<file path="config.mk">
export PLATFORM = sky130hd
export DESIGN_NAME = bgbd_queue
export DESIGN_NICKNAME = d
export VERILOG_FILES = /design/src/rtl/bgbd_pkg.sv /design/src/rtl/bgbd_queue.sv
export SDC_FILE = /design/constraint.sdc
export NUM_CORES = 1
export LEC_CHECK = 0
export ABC_AREA = 1
export BUFFER_PORTS_ARGS = -buffer_cell sky130_fd_sc_hd__clkbuf_2
export CORE_ASPECT_RATIO = 0.6
export CORE_MARGIN = 4
export CORE_UTILIZATION = 37
export DETAILED_ROUTE_END_ITERATION = 12
export PLACE_DENSITY = 0.66
export REMOVE_ABC_BUFFERS = 1
export SLEW_MARGIN = 20
export SYNTH_ARGS = -nofsm -noshare
export SYNTH_HDL_FRONTEND = slang
export SYNTH_SLANG_ARGS = --single-unit
</file>
<file path="constraint.sdc">
create_clock -name clk -period 2.29 [get_ports clk]
set_input_delay 0.1145 -clock clk [delete_from_list [all_inputs] [get_ports clk]]
set_output_delay 0.1145 -clock clk [all_outputs]
set_load 0.005 [all_outputs]
</file>
<file path="src/rtl/bgbd_pkg.sv">
// Types, constants and helper functions shared by the demosaic block.
package bgbd_pkg;

	localparam int PixW = 8;
	localparam int CntW = 12;
	localparam int OutW = 11;
	localparam int CfgW = 12;
	localparam int IdxW = 8;
	localparam int QDepth = 4;
	localparam int QPtrW = $clog2(QDepth);
	localparam int QCntW = QPtrW + 1;
	localparam int HeightLimit = 2048;

	// Configuration register indexes.
	localparam logic [IdxW-1:0] REG_PIX_PER_ROW = IdxW'(0);
	localparam logic [IdxW-1:0] REG_ROWS_PER_FRAME = IdxW'(1);
	localparam logic [IdxW-1:0] REG_GRAY_MODE = IdxW'(2);
	localparam logic [IdxW-1:0] REG_BLUE_FIRST = IdxW'(3);

	localparam logic [CfgW-1:0] RST_PIX_PER_ROW = CfgW'(640);
	localparam logic [CfgW-1:0] RST_ROWS_PER_FRAME = CfgW'(480);

	// Luma weights.
	localparam logic [7:0] LUMA_R = 8'd77;
	localparam logic [7:0] LUMA_G = 8'd151;
	localparam logic [7:0] LUMA_B = 8'd28;

	typedef struct packed {
		logic [CfgW-1:0] pix_per_row;
		logic [CfgW-1:0] rows_per_frame;
		logic gray_mode;
		logic blue_first;
	} cfg_t;

	// One interpolated pixel with its border copies, handed from front to back.
	typedef struct packed {
		logic [OutW-1:0] row_a;
		logic [OutW-1:0] row_b;
		logic [OutW-1:0] col_a;
		logic [OutW-1:0] col_b;
		logic two_rows;
		logic two_cols;
		logic done;
		logic [PixW-1:0] red;
		logic [PixW-1:0] grn;
		logic [PixW-1:0] blu;
	} job_t;

	function automatic logic [PixW-1:0] luma(input logic [PixW-1:0] r,
		input logic [PixW-1:0] g, input logic [PixW-1:0] b);
		logic [17:0] sum;
		begin
			sum = 18'(r * LUMA_R) + 18'(g * LUMA_G) + 18'(b * LUMA_B);
			luma = sum[15:8];
		end
	endfunction

	function automatic logic [PixW-1:0] avg2(input logic [PixW-1:0] a,
		input logic [PixW-1:0] b);
		logic [PixW:0] s;
		begin
			s = {1'b0, a} + {1'b0, b} + (PixW+1)'(1);
			avg2 = s[PixW:1];
		end
	endfunction

	function automatic logic [PixW-1:0] avg4(input logic [PixW-1:0] a,
		input logic [PixW-1:0] b, input logic [PixW-1:0] c, input logic [PixW-1:0] d);
		logic [PixW+1:0] s;
		begin
			s = (PixW+2)'(a) + (PixW+2)'(b) + (PixW+2)'(c) + (PixW+2)'(d) + (PixW+2)'(2);
			avg4 = s[PixW+1:2];
		end
	endfunction

endpackage

</file>
<file path="src/rtl/bgbd_queue.sv">
// Short queue of interpolated pixels between the front and back ends.
module bgbd_queue (
	input logic clk,
	input logic arst_n,
	input logic push,
	input bgbd_pkg::job_t push_job,
	input logic pop,
	output logic head_valid,
	output bgbd_pkg::job_t head,
	output logic [bgbd_pkg::QCntW-1:0] count
);
	import bgbd_pkg::*;

	job_t slot_q [QDepth];
	logic [QPtrW-1:0] wr_q, rd_q;
	logic [QCntW-1:0] cnt_q;
	logic do_pop;

	assign do_pop = pop & head_valid;
	assign head_valid = cnt_q != '0;
	assign head = slot_q[rd_q];
	assign count = cnt_q;

	always_ff @(posedge clk) begin
		if (push) begin
			slot_q[wr_q] <= push_job;
		end
	end

	// Pointers and fill level.
	always_ff @(posedge clk or negedge arst_n) begin
		if (!arst_n) begin
			wr_q <= '0;
			rd_q <= '0;
			cnt_q <= '0;
		end else begin
			if (push) begin
				wr_q <= wr_q + QPtrW'(1);
			end
			if (do_pop) begin
				rd_q <= rd_q + QPtrW'(1);
			end
			cnt_q <= cnt_q + QCntW'(push) - QCntW'(do_pop);
		end
	end
endmodule

</file>
==> impl_metrics.py <==
metrics = {
    "clocking": {
        "cts.sinks": 291,
        "clockBufferDepth": 3,
        "clk_pin_slew_worst_paths_ns": 0.07,
        "htree_levels": 1,
        "root_buffer": "clkbuf_16",
        "cts_tree": "built",
        "numCtsBuffers": 28,
        "clk_latency_ns": 0.54,
    },
    "yosys": {
        "syn-cell-area_um2": 11600,
        "yosysTopAreaCell": "edfxtp_1",
        "ys_async_sr_fraction_pct": 2.41,
        "ys_ff_latch": 291,
        "synthDominantCellAreaShare_pct": 73.6,
        "syn_area_per_cell_um2": 12.2,
        "synthSimpleGateAreaFrac_pct": 12.1,
        "synth_fa_ha_area_share_pct": 0.820,
        "yosys_warnings": 0,
        "ys.flop_type": "edfxtp_1",
        "synth_top_family_by_area": "simple AND/OR/NAND/NOR gates",
        "synth.area.top_cells": "edfxtp_1 (74%), nand2_1 (7.4%), o21ai_0 (5.8%)",
        "synthTopCellsByCount": "edfxtp_1 (284), nand2_1 (229), nor2_1 (143)",
        "yosysMostFrequentCell": "edfxtp_1",
        "synth-edff-count": 284,
        "synth_compound_area_share_pct": 6.17,
        "ys_types": 19,
        "synthMuxAreaShare_pct": 0,
        "synthXorXnorAreaFrac_pct": 0.227,
        "netlist_instances": 951,
        "yosysSeqAreaShare_pct": 75.1,
    },
    "layout": {
        "nets": 1253,
        "syn_to_final_growth_pct": 25.3,
        "layout-drive-gt1-share_pct": 17.9,
        "fillers": 2746,
    },
    "worst_setup_path": {
        "r2r-start": "count[1]$_DFF_PN0_",
        "critical_path.most_common_cell": "nor2_1",
        "end_kind": "output port",
        "crit_chain": "buf_16, nor2_1, nor2_1, o21ai_0, nand2_1, clkbuf_2",
        "worst_path_largest_cell_delay_ns": 0.56,
        "cp.arrival_ns": 2.05,
        "cp_slowest_cell": "dfrtp_4",
        "cp_top_family": "flip-flops",
        "crit_type": "reg -> out",
        "worst-path-buf-inv": 2,
        "startpoint_type": "flip-flop",
        "crit_start": "rd_q[0]$_DFFE_PN0P_",
        "worst-endpoint-required_ns": 2.18,
        "crit_path_max_fanout": 90,
    },
    "timing": {
        "min_period_ns": 2.16,
        "final.period_utilization_pct": 94.5,
        "rsz0062_at_grt": "true",
        "slew_headroom_pct": 67.2,
        "fin_ws_ns": 0.126,
        "tightest_slew_ns": 0.492,
        "setup_violations": 0,
        "slew_viol_final": 0,
        "clock_skew_ns": 0.00727,
        "hold_viol_final": 0,
        "clock.fmax_ghz": 0.462,
        "holdWs_ns": 0.332,
    },
    "drt": {
        "drt_pass1_iterations": 5,
        "drtIter0Drc": 581,
        "vias": 7249,
        "drc": 0,
        "wl_per_cell_um": 16.0,
        "ant_nets": 0,
        "routed_via_density": 4.52,
        "wl_um": 25600,
    },
    "grt": {
        "grt_overflow": 0,
        "grt_max_degree": 118,
        "grt_util_all_layers_pct": 14.5,
        "grt_pass1_vias": 7067,
        "antenna_found_initial": 1,
        "grt_pass1_wl_um": 40000,
    },
    "power_and_ir_drop": {
        "p_total_mw": 18.0,
        "peakVddDrop_uv": 838,
        "powerDensity_nw_per_um2": 1240,
        "power.leakage_nw": 5.84,
    },
    "die": {
        "core-area_um2": 30400,
        "placementRows": 49,
        "die_area_um2": 34300,
        "io_pins": 150,
        "start_util_pct": 38.1,
        "die_width_um": 237,
        "die_height_um": 145,
    },
    "min_path": {
        "min_from": "push_job[27]",
        "holdCritPathClass": "in -> reg",
    },
    "place": {
        "place_ws_ns": 0.227,
        "port_buffers": 149,
        "hpwl_um": 14900,
        "place_congestion": 0.707,
    },
    "outcome": {
        "outcome": "completed",
    },
    "flow_run": {
        "maxCapViolCount": 0,
    },
}
-- path summary, 6_finish.rpt --
path,to,slack (ns),cells past startpoint
setup / recovery,head[36],0.13,6
setup reg to reg,count[2]$_DFF_PN0_,0.22,11
hold reg to reg,wr_q[0]$_DFFE_PN0P_,0.54,1
min in group asynchronous,count[0]$_DFF_PN0_,0.54,3
max in group asynchronous,rd_q[0]$_DFFE_PN0P_,1.46,3
hold / removal,slot_q[2][27]$_DFFE_PP_,0.33,2
-- state kept, by name (all words and copies together), names as in the netlist --
register,flops
count,3
rd_q,2
wr_q,2
slot_q,284
-- worst reg2reg max path: stages, from the launching register on --
cell and delay (ns):
dfrtp_1 0.42, nor2_1 0.11, nand2_1 0.11, nand2_1 0.10
inv_1 0.05, ha_1 0.26, inv_1 0.04, ha_1 0.19
fa_1 0.42, xor2_1 0.16, nand2_1 0.06, nand2_1 0.06
-- report_power, final --
| part | switching [mW] | leakage, nW | internal, mW |
|---|---|---|---|
| Clock | 1.92 | 0.473 | 2.94 |
| Combinational | 3.79 | 2.68 | 2.06 |
| Sequential | 0.284 | 2.69 | 6.97 |
| Total | 6.00 | 5.84 | 12.0 |
-- repair_timing --
action / 4_1_cts / 5_1_grt
gates resized for setup: 0 / 2
setup endpoints to repair: 0 / 10
hold endpoints to repair: 296 / 0
hold buffers: 75 / 0
buffers inserted: 0 / 0
-- area by class of cell --
type	count	area, µm²	area share [%]
inverters	86	330	2.27
well taps	408	510	3.51
repair buffers	237	1750	12.1
diodes	1	2.50	0.0172
clock inverters	15	205	1.41
multi-input cells	527	2240	15.4
clock buffers	37	776	5.34
flip-flops and latches	291	8710	59.9
-- stage by stage --
step	instance area [µm²]	cells	setup TNS, ns	utilization [%]
detailed placement	12800	1473	0	41.9
global route	14500	1601	-0.0338	47.8
CTS	14500	1600	0	47.6
finish	14500	1602	0	47.8
global placement	12800	1473	0	41.9
floorplan	11300	904	-239.92	-
-- metal layers --
metal  up-vias  track usage [%]  wire length (µm)  share of wire (%)
li1       3631                -                 -                  -
met1      3405             21.6             12500                 49
met2       175             22.5             11300                 44
met3        36             3.13              1500                5.9
met4         2             2.07               388                1.5
met5         -                0                13              0.051
-- cell families after synthesis --
| family | Yosys count |
|---|---|
| buffers and inverters | 133 |
| AND/OR/NAND/NOR | 374 |
| flip-flops | 291 |
| AO/OA/AOI/OAI | 143 |
| adder cells (fa/ha/maj) | 7 |
| XOR/XNOR | 3 |
-- placed cells by master, fill, tap and decap left out --
| cell type | netlist | routed |
|---|---|---|
| dfrtp_4 | 0 | 1 |
| ha_1 | 6 | 6 |
| nor2_1 | 143 | 143 |
| clkbuf_16 | 0 | 30 |
| clkinvlp_4 | 0 | 3 |
| fa_1 | 1 | 1 |
| xor2_1 | 2 | 2 |
| clkbuf_8 | 0 | 2 |
| clkbuf_1 | 14 | 6 |
| inv_2 | 2 | 1 |
| buf_12 | 0 | 8 |
| clkinv_1 | 0 | 2 |
| inv_1 | 84 | 80 |
| o21ai_0 | 135 | 135 |
| buf_4 | 2 | 2 |
| diode_2 | 0 | 1 |
| o21ai_1 | 8 | 8 |
| nand3_1 | 2 | 2 |
| inv_4 | 0 | 1 |
| edfxtp_1 | 284 | 284 |
| xnor2_1 | 1 | 1 |
| dlygate4sd3_1 | 0 | 75 |
| buf_16 | 0 | 2 |
| clkinv_2 | 0 | 9 |
| nand2_1 | 229 | 229 |
| bufinv_16 | 0 | 5 |
| dfrtp_1 | 7 | 6 |
| clkbuf_2 | 0 | 149 |
No activity file was read; power rests on OpenSTA's default activity.
