===== config.mk =====
export PLATFORM = sky130hd
export DESIGN_NAME = bgbd_back_flat
export DESIGN_NICKNAME = d
export VERILOG_FILES = /design/src/rtl/bgbd_pkg.sv /design/src/rtl/bgbd_if.sv /design/src/rtl/bgbd_back.sv /design/src/flat_wrapper.sv
export SDC_FILE = /design/constraint.sdc
export NUM_CORES = 1
export LEC_CHECK = 0
export BUFFER_PORTS_ARGS = -buffer_cell sky130_fd_sc_hd__buf_2
export CAP_MARGIN = 20
export CORE_MARGIN = 5
export CORE_UTILIZATION = 35
export CTS_BUF_LIST = sky130_fd_sc_hd__clkbuf_2
export DETAILED_ROUTE_END_ITERATION = 10
export GPL_TIMING_DRIVEN = 0
export MAX_ROUTING_LAYER = met4
export SLEW_MARGIN = 40
export SYNTH_ARGS = -nofsm -noshare
export SYNTH_HDL_FRONTEND = slang
export SYNTH_SLANG_ARGS = --single-unit

===== constraint.sdc =====
create_clock -name clk -period 2.1 [get_ports clk]
set_input_delay 0.105 -clock clk [delete_from_list [all_inputs] [get_ports clk]]
set_output_delay 0.105 -clock clk [all_outputs]
set_load 0.01 [all_outputs]

===== src/rtl/bgbd_pkg.sv =====
// Types, constants and helper functions shared by the demosaic block.
package bgbd_pkg;

	localparam int PixW = 8;
	localparam int CntW = 12;
	localparam int OutW = 11;
	localparam int CfgW = 12;
	localparam int IdxW = 8;
	localparam int QDepth = 4;
	localparam int QPtrW = $clog2(QDepth);
	localparam int QCntW = QPtrW + 1;
	localparam int HeightLimit = 2048;

	// Configuration register indexes.
	localparam logic [IdxW-1:0] REG_PIX_PER_ROW = IdxW'(0);
	localparam logic [IdxW-1:0] REG_ROWS_PER_FRAME = IdxW'(1);
	localparam logic [IdxW-1:0] REG_GRAY_MODE = IdxW'(2);
	localparam logic [IdxW-1:0] REG_BLUE_FIRST = IdxW'(3);

	localparam logic [CfgW-1:0] RST_PIX_PER_ROW = CfgW'(640);
	localparam logic [CfgW-1:0] RST_ROWS_PER_FRAME = CfgW'(480);

	// Luma weights.
	localparam logic [7:0] LUMA_R = 8'd77;
	localparam logic [7:0] LUMA_G = 8'd151;
	localparam logic [7:0] LUMA_B = 8'd28;

	typedef struct packed {
		logic [CfgW-1:0] pix_per_row;
		logic [CfgW-1:0] rows_per_frame;
		logic gray_mode;
		logic blue_first;
	} cfg_t;

	// One interpolated pixel with its border copies, handed from front to back.
	typedef struct packed {
		logic [OutW-1:0] row_a;
		logic [OutW-1:0] row_b;
		logic [OutW-1:0] col_a;
		logic [OutW-1:0] col_b;
		logic two_rows;
		logic two_cols;
		logic done;
		logic [PixW-1:0] red;
		logic [PixW-1:0] grn;
		logic [PixW-1:0] blu;
	} job_t;

	function automatic logic [PixW-1:0] luma(input logic [PixW-1:0] r,
		input logic [PixW-1:0] g, input logic [PixW-1:0] b);
		logic [17:0] sum;
		begin
			sum = 18'(r * LUMA_R) + 18'(g * LUMA_G) + 18'(b * LUMA_B);
			luma = sum[15:8];
		end
	endfunction

	function automatic logic [PixW-1:0] avg2(input logic [PixW-1:0] a,
		input logic [PixW-1:0] b);
		logic [PixW:0] s;
		begin
			s = {1'b0, a} + {1'b0, b} + (PixW+1)'(1);
			avg2 = s[PixW:1];
		end
	endfunction

	function automatic logic [PixW-1:0] avg4(input logic [PixW-1:0] a,
		input logic [PixW-1:0] b, input logic [PixW-1:0] c, input logic [PixW-1:0] d);
		logic [PixW+1:0] s;
		begin
			s = (PixW+2)'(a) + (PixW+2)'(b) + (PixW+2)'(c) + (PixW+2)'(d) + (PixW+2)'(2);
			avg4 = s[PixW+1:2];
		end
	endfunction

endpackage


===== src/rtl/bgbd_if.sv =====


interface bgbd_res_if;
	import bgbd_pkg::*;
	logic valid;
	logic ready;
	logic [OutW-1:0] out_row;
	logic [OutW-1:0] out_col;
	logic [PixW-1:0] chan_first;
	logic [PixW-1:0] chan_green;
	logic [PixW-1:0] chan_third;
	logic frame_done;
	logic run_end;
	modport source (output valid, output out_row, output out_col, output chan_first,
		output chan_green, output chan_third, output frame_done, output run_end,
		input ready);
	modport sink (input valid, input out_row, input out_col, input chan_first,
		input chan_green, input chan_third, input frame_done, input run_end,
		output ready);
endinterface



===== src/rtl/bgbd_back.sv =====
// Back end: expands each pixel into its border copies and formats the channels.
module bgbd_back (
	input logic clk,
	input logic arst_n,
	input bgbd_pkg::cfg_t cfg,
	input logic head_valid,
	input bgbd_pkg::job_t head,
	output logic pop,
	bgbd_res_if.source res_out
);
	import bgbd_pkg::*;

	logic ai_q, bi_q, out_valid_q, load, last;
	logic [OutW-1:0] row_q, col_q;
	logic [PixW-1:0] first_q, green_q, third_q;
	logic done_q, run_end_q;

	assign load = !out_valid_q || res_out.ready;
	assign last = (ai_q == head.two_rows) && (bi_q == head.two_cols);
	assign pop = load && head_valid && last;

	// Copy counter: columns inside rows.
	always_ff @(posedge clk or negedge arst_n) begin
		if (!arst_n) begin
			ai_q <= 1'b0;
			bi_q <= 1'b0;
			out_valid_q <= 1'b0;
		end else if (load) begin
			out_valid_q <= head_valid;
			if (head_valid) begin
				if (last) begin
					ai_q <= 1'b0;
					bi_q <= 1'b0;
				end else if (bi_q == head.two_cols) begin
					ai_q <= 1'b1;
					bi_q <= 1'b0;
				end else begin
					bi_q <= 1'b1;
				end
			end
		end
	end

	// Output register.
	always_ff @(posedge clk) begin
		if (load && head_valid) begin
			row_q <= ai_q ? head.row_b : head.row_a;
			col_q <= bi_q ? head.col_b : head.col_a;
			done_q <= head.done && last;
			run_end_q <= last;
			if (cfg.gray_mode) begin
				first_q <= luma(head.red, head.grn, head.blu);
				green_q <= '0;
				third_q <= '0;
			end else begin
				first_q <= cfg.blue_first ? head.blu : head.red;
				green_q <= head.grn;
				third_q <= cfg.blue_first ? head.red : head.blu;
			end
		end
	end

	assign res_out.valid = out_valid_q;
	assign res_out.out_row = row_q;
	assign res_out.out_col = col_q;
	assign res_out.chan_first = first_q;
	assign res_out.chan_green = green_q;
	assign res_out.chan_third = third_q;
	assign res_out.frame_done = done_q;
	assign res_out.run_end = run_end_q;
endmodule


===== src/flat_wrapper.sv =====
// flat-port wrapper written by rule: the top's interface ports become plain ports
module bgbd_back_flat import bgbd_pkg::*;
  (clk, arst_n, cfg, head_valid, head, pop, res_out_valid, res_out_out_row, res_out_out_col, res_out_chan_first, res_out_chan_green, res_out_chan_third, res_out_frame_done, res_out_run_end, res_out_ready);
  bgbd_res_if res_out_i ();
  input logic clk;
  input logic arst_n;
  input bgbd_pkg::cfg_t cfg;
  input logic head_valid;
  input bgbd_pkg::job_t head;
  output logic pop;
  output wire logic [$bits(res_out_i.valid)-1:0] res_out_valid;
  output wire logic [$bits(res_out_i.out_row)-1:0] res_out_out_row;
  output wire logic [$bits(res_out_i.out_col)-1:0] res_out_out_col;
  output wire logic [$bits(res_out_i.chan_first)-1:0] res_out_chan_first;
  output wire logic [$bits(res_out_i.chan_green)-1:0] res_out_chan_green;
  output wire logic [$bits(res_out_i.chan_third)-1:0] res_out_chan_third;
  output wire logic [$bits(res_out_i.frame_done)-1:0] res_out_frame_done;
  output wire logic [$bits(res_out_i.run_end)-1:0] res_out_run_end;
  input wire logic [$bits(res_out_i.ready)-1:0] res_out_ready;
  assign res_out_valid = res_out_i.valid;
  assign res_out_out_row = res_out_i.out_row;
  assign res_out_out_col = res_out_i.out_col;
  assign res_out_chan_first = res_out_i.chan_first;
  assign res_out_chan_green = res_out_i.chan_green;
  assign res_out_chan_third = res_out_i.chan_third;
  assign res_out_frame_done = res_out_i.frame_done;
  assign res_out_run_end = res_out_i.run_end;
  assign res_out_i.ready = res_out_ready;
  bgbd_back u_core (.clk(clk), .arst_n(arst_n), .cfg(cfg), .head_valid(head_valid), .head(head), .pop(pop), .res_out(res_out_i));
endmodule

==> out/metrics.cfg <==
[outcome]
status = complete, but fails checks
violations = negative setup slack

[yosys]
ys_seq_area_frac = 0.285
ys_types = 47
yosys_warnings = 0
yosysTopAreaCell = edfxtp_1
syn-cell-area_um2 = 5330
syn_area_per_cell_um2 = 11.5
synthArstFlopShare = 0.0588
syn_nets = 703
synth_top_area_share = 0.270
synth_cells = 465
synth_top_flop_cell = edfxtp_1
ys_ff_latch = 51
synth_edf_count = 48
synth_area_leaders = edfxtp_1 27%, fa_1 23%, ha_1 18%

[grt]
grt_pass1_vias = 4575
antenna_found_initial = 0
grt_overflow = 0
grt_pass1_wl_um = 22900
grtUsageTotal = 0.166
grt_max_degree = 52

[clock_network]
clkTransAtPathRegs_ns = 0.29
cts.path.max_buffers = 2
cts_inserted_buffers = 5
htree_levels = 2
clock_sinks = 51
insertion_delay_ns = 0.47
tritoncts = yes
root_buffer = clkbuf_2

[critical_path]
cp_slowest_cell = fa_1
crit_path_max_incr_delay_ns = 0.54
path_cells = buf_12, fa_1, ha_2, inv_2, fa_2, nor2b_1, o21a_1, buf_4, nor2_2, xor2_1, fa_1, inv_1, fa_1, inv_2, fa_1, inv_2, ha_4, a211oi_2, nor2_1, a311o_2, buf_4, xnor2_1, a21oi_2
path_delay_family = adder cells
crit_path_frequent_cell = fa_1
worst-path-buf-inv = 7
cp.required_ns = 2.36
worstSetupPathType = in2reg
start_kind = primary input
critPathArrivalTime_ns = 4.77
rrSetupSlack_ns = 0.20
endpoint_kind = flip-flop
critPathMaxFanout = 5

[sta]
final_hold_viol_count = 0
finalSetupTns_ns = -18.22
finalSetupViolations = 8
tightest_slew_ns = 0.585
grt_setup_unrepaired = yes
post-route-period-util = 2.15
fin_crit_ns = 4.51
max_freq_mhz = 222
finClkSkew_ns = 0.0225
max_slew_margin = 0.610
maxSlewViolCount = 0
finalWorstSetupSlack_ns = -2.41

[floorplan]
initial_core_util = 0.353
die_h_um = 133
fp-row-count = 45
die_area_um2 = 17800
ios = 151
fp.dieW_um = 133
coreArea_um2 = 15100

[power]
peakVddDrop_mv = 1.17
leakage_nw = 3.39
power_mw = 12.3
power_density_nw_per_um2 = 1720

[placed_design]
place_congestion = 0.836
pre_cts_ws_ns = -3.31
port_buffers = 125
place_hpwl_um = 10700
place_area_um2 = 6230

[flow_run]
cap_violations = 0

[layout]
syn_to_final_growth_pct = 34.1
diodes = 0
nets = 901
drive_above_1_share = 0.318
fin_util = 0.473
fillCellCount = 1404
final_area_um2 = 7140

[drt]
drt_iter0_drc = 184
drc = 0
avgViaCountPerCell = 4.72
drt_first_pass_iters = 4
vias = 4023
wl_per_cell_um = 16.5
ant_nets = 0
routed_wl_um = 14000

[worst_hold_path]
hold_class = in2reg

metrics by stage:
stage | hold WS (ns) | cells
global route | 0.00616 | 852
global placement | -0.0856 | 778
floorplan | -0.191 | 465
detailed placement | -0.0844 | 778
CTS | 0.000794 | 849
finish | 0.0473 | 852
cells in the mapped netlist (2+ instances only):
cell,n
ha_1,75
o21a_1,2
nand2_1,12
and3_1,2
and2_1,3
mux2i_1,10
inv_1,111
xnor2_1,10
edfxtp_1,48
o41ai_1,2
nor3b_1,2
a21o_1,4
a31oi_1,4
buf_1,3
fa_1,62
dfrtp_1,3
o22ai_1,4
nand3_1,2
a211oi_1,2
clkbuf_1,3
nand2b_1,2
nor2_1,16
mux2_2,27
nor2b_1,9
nand3b_1,2
nor3_1,4
o21ai_0,9
a21oi_1,9
xor2_1,5
timing repair:
item                                    in CTS  in global routing
endpoints found under the setup margin       8                 25
gates cloned                                 0                  1
gates resized for setup                     35                  9
pin swaps                                   32                  9
hold buffers                                55                  0
setup buffers                                8                  2
endpoints found under the hold margin       33                  0
power by group:
part | internal (mW) | total [mW] | switching, mW
registers | 1.47 | 1.54 | 0.0679
clock network | 0.205 | 0.538 | 0.333
logic | 5.12 | 10.2 | 5.10
area by class of cell:
cell class | count | area, um2 | area share
Buffer | 7 | 30.0 | 0.00420
Clock inverter | 3 | 46.3 | 0.00648
Clock buffer | 5 | 25.0 | 0.00350
Timing Repair Buffer | 190 | 1300 | 0.182
Inverter | 111 | 417 | 0.0583
Multi-Input combinational cell | 297 | 3570 | 0.500
Tap cell | 188 | 235 | 0.0329
Sequential cell | 51 | 1520 | 0.212
logic make-up (layout without fill, tap and decap cells):
| kind of cell | Yosys count | in the layout | share of synthesized area |
|---|---|---|---|
| muxes | 37 | 37 | 0.0758 |
| buffers and inverters | 118 | 316 | 0.0834 |
| xor gates and xnor gates | 15 | 15 | 0.0247 |
| AOI/OAI and AO/OA | 47 | 47 | 0.0634 |
| DFF | 51 | 51 | 0.285 |
| adders and majority gates | 137 | 137 | 0.409 |
| and+or+nand+nor | 60 | 61 | 0.0592 |
cell usage in the layout, fill, tap and decap left out, drive strengths merged, types with 5 or more instances in the layout:
cell type | Yosys | layout
buf | 4 | 136
inv | 111 | 112
ha | 75 | 75
fa | 62 | 62
dlygate4sd3 | 0 | 55
edfxtp | 48 | 48
mux2 | 27 | 27
nor2 | 16 | 16
nand2 | 12 | 12
clkbuf | 3 | 11
mux2i | 10 | 10
xnor2 | 10 | 10
a21oi | 10 | 10
o21ai | 10 | 10
nor2b | 9 | 9
xor2 | 5 | 5
nor3 | 5 | 5
state kept, by name (all words and copies together), names as in the netlist:
name	count
u_core.res_out.out_row	11
u_core.res_out.chan_third	8
u_core.res_out.chan_first	8
u_core.res_out.frame_done	1
u_core.ai_q	1
u_core.res_out.out_col	11
u_core.bi_q	1
u_core.res_out.valid	1
u_core.res_out.run_end	1
u_core.res_out.chan_green	8
worst register-to-register path: cells and delay by family (launching register included):
| kind | cells | cell delay, ns |
|---|---|---|
| buffers and inverters | 2 | 0.84 |
| flip-flops | 1 | 0.49 |
| multiplexers | 1 | 0.37 |
final timing paths:
| path | from | endpoint | cells past startpoint |
|---|---|---|---|
| hold reg to reg | u_core.bi_q | u_core.ai_q | 3 |
| setup reg to reg | u_core.bi_q | u_core.res_out.out_col[7] | 3 |
| max in group asynchronous | arst_n | u_core.ai_q | 3 |
| hold / removal | head[7] | u_core.res_out.chan_third[7] | 3 |
| min in group asynchronous | arst_n | u_core.res_out.valid | 3 |
| setup / recovery | head[1] | u_core.res_out.chan_first[3] | 23 |
metal layers:
| metal | global-route usage | up-vias | routed length [um] |
|---|---|---|---|
| met4 | 0.0377 | 0 | 204 |
| met3 | 0.0268 | 15 | 883 |
| met1 | 0.196 | 1945 | 5670 |
| li1 | - | 1938 | - |
| met2 | 0.299 | 125 | 7280 |
| met5 | - | - | 0 |
Power figures use the tool's default switching activity.
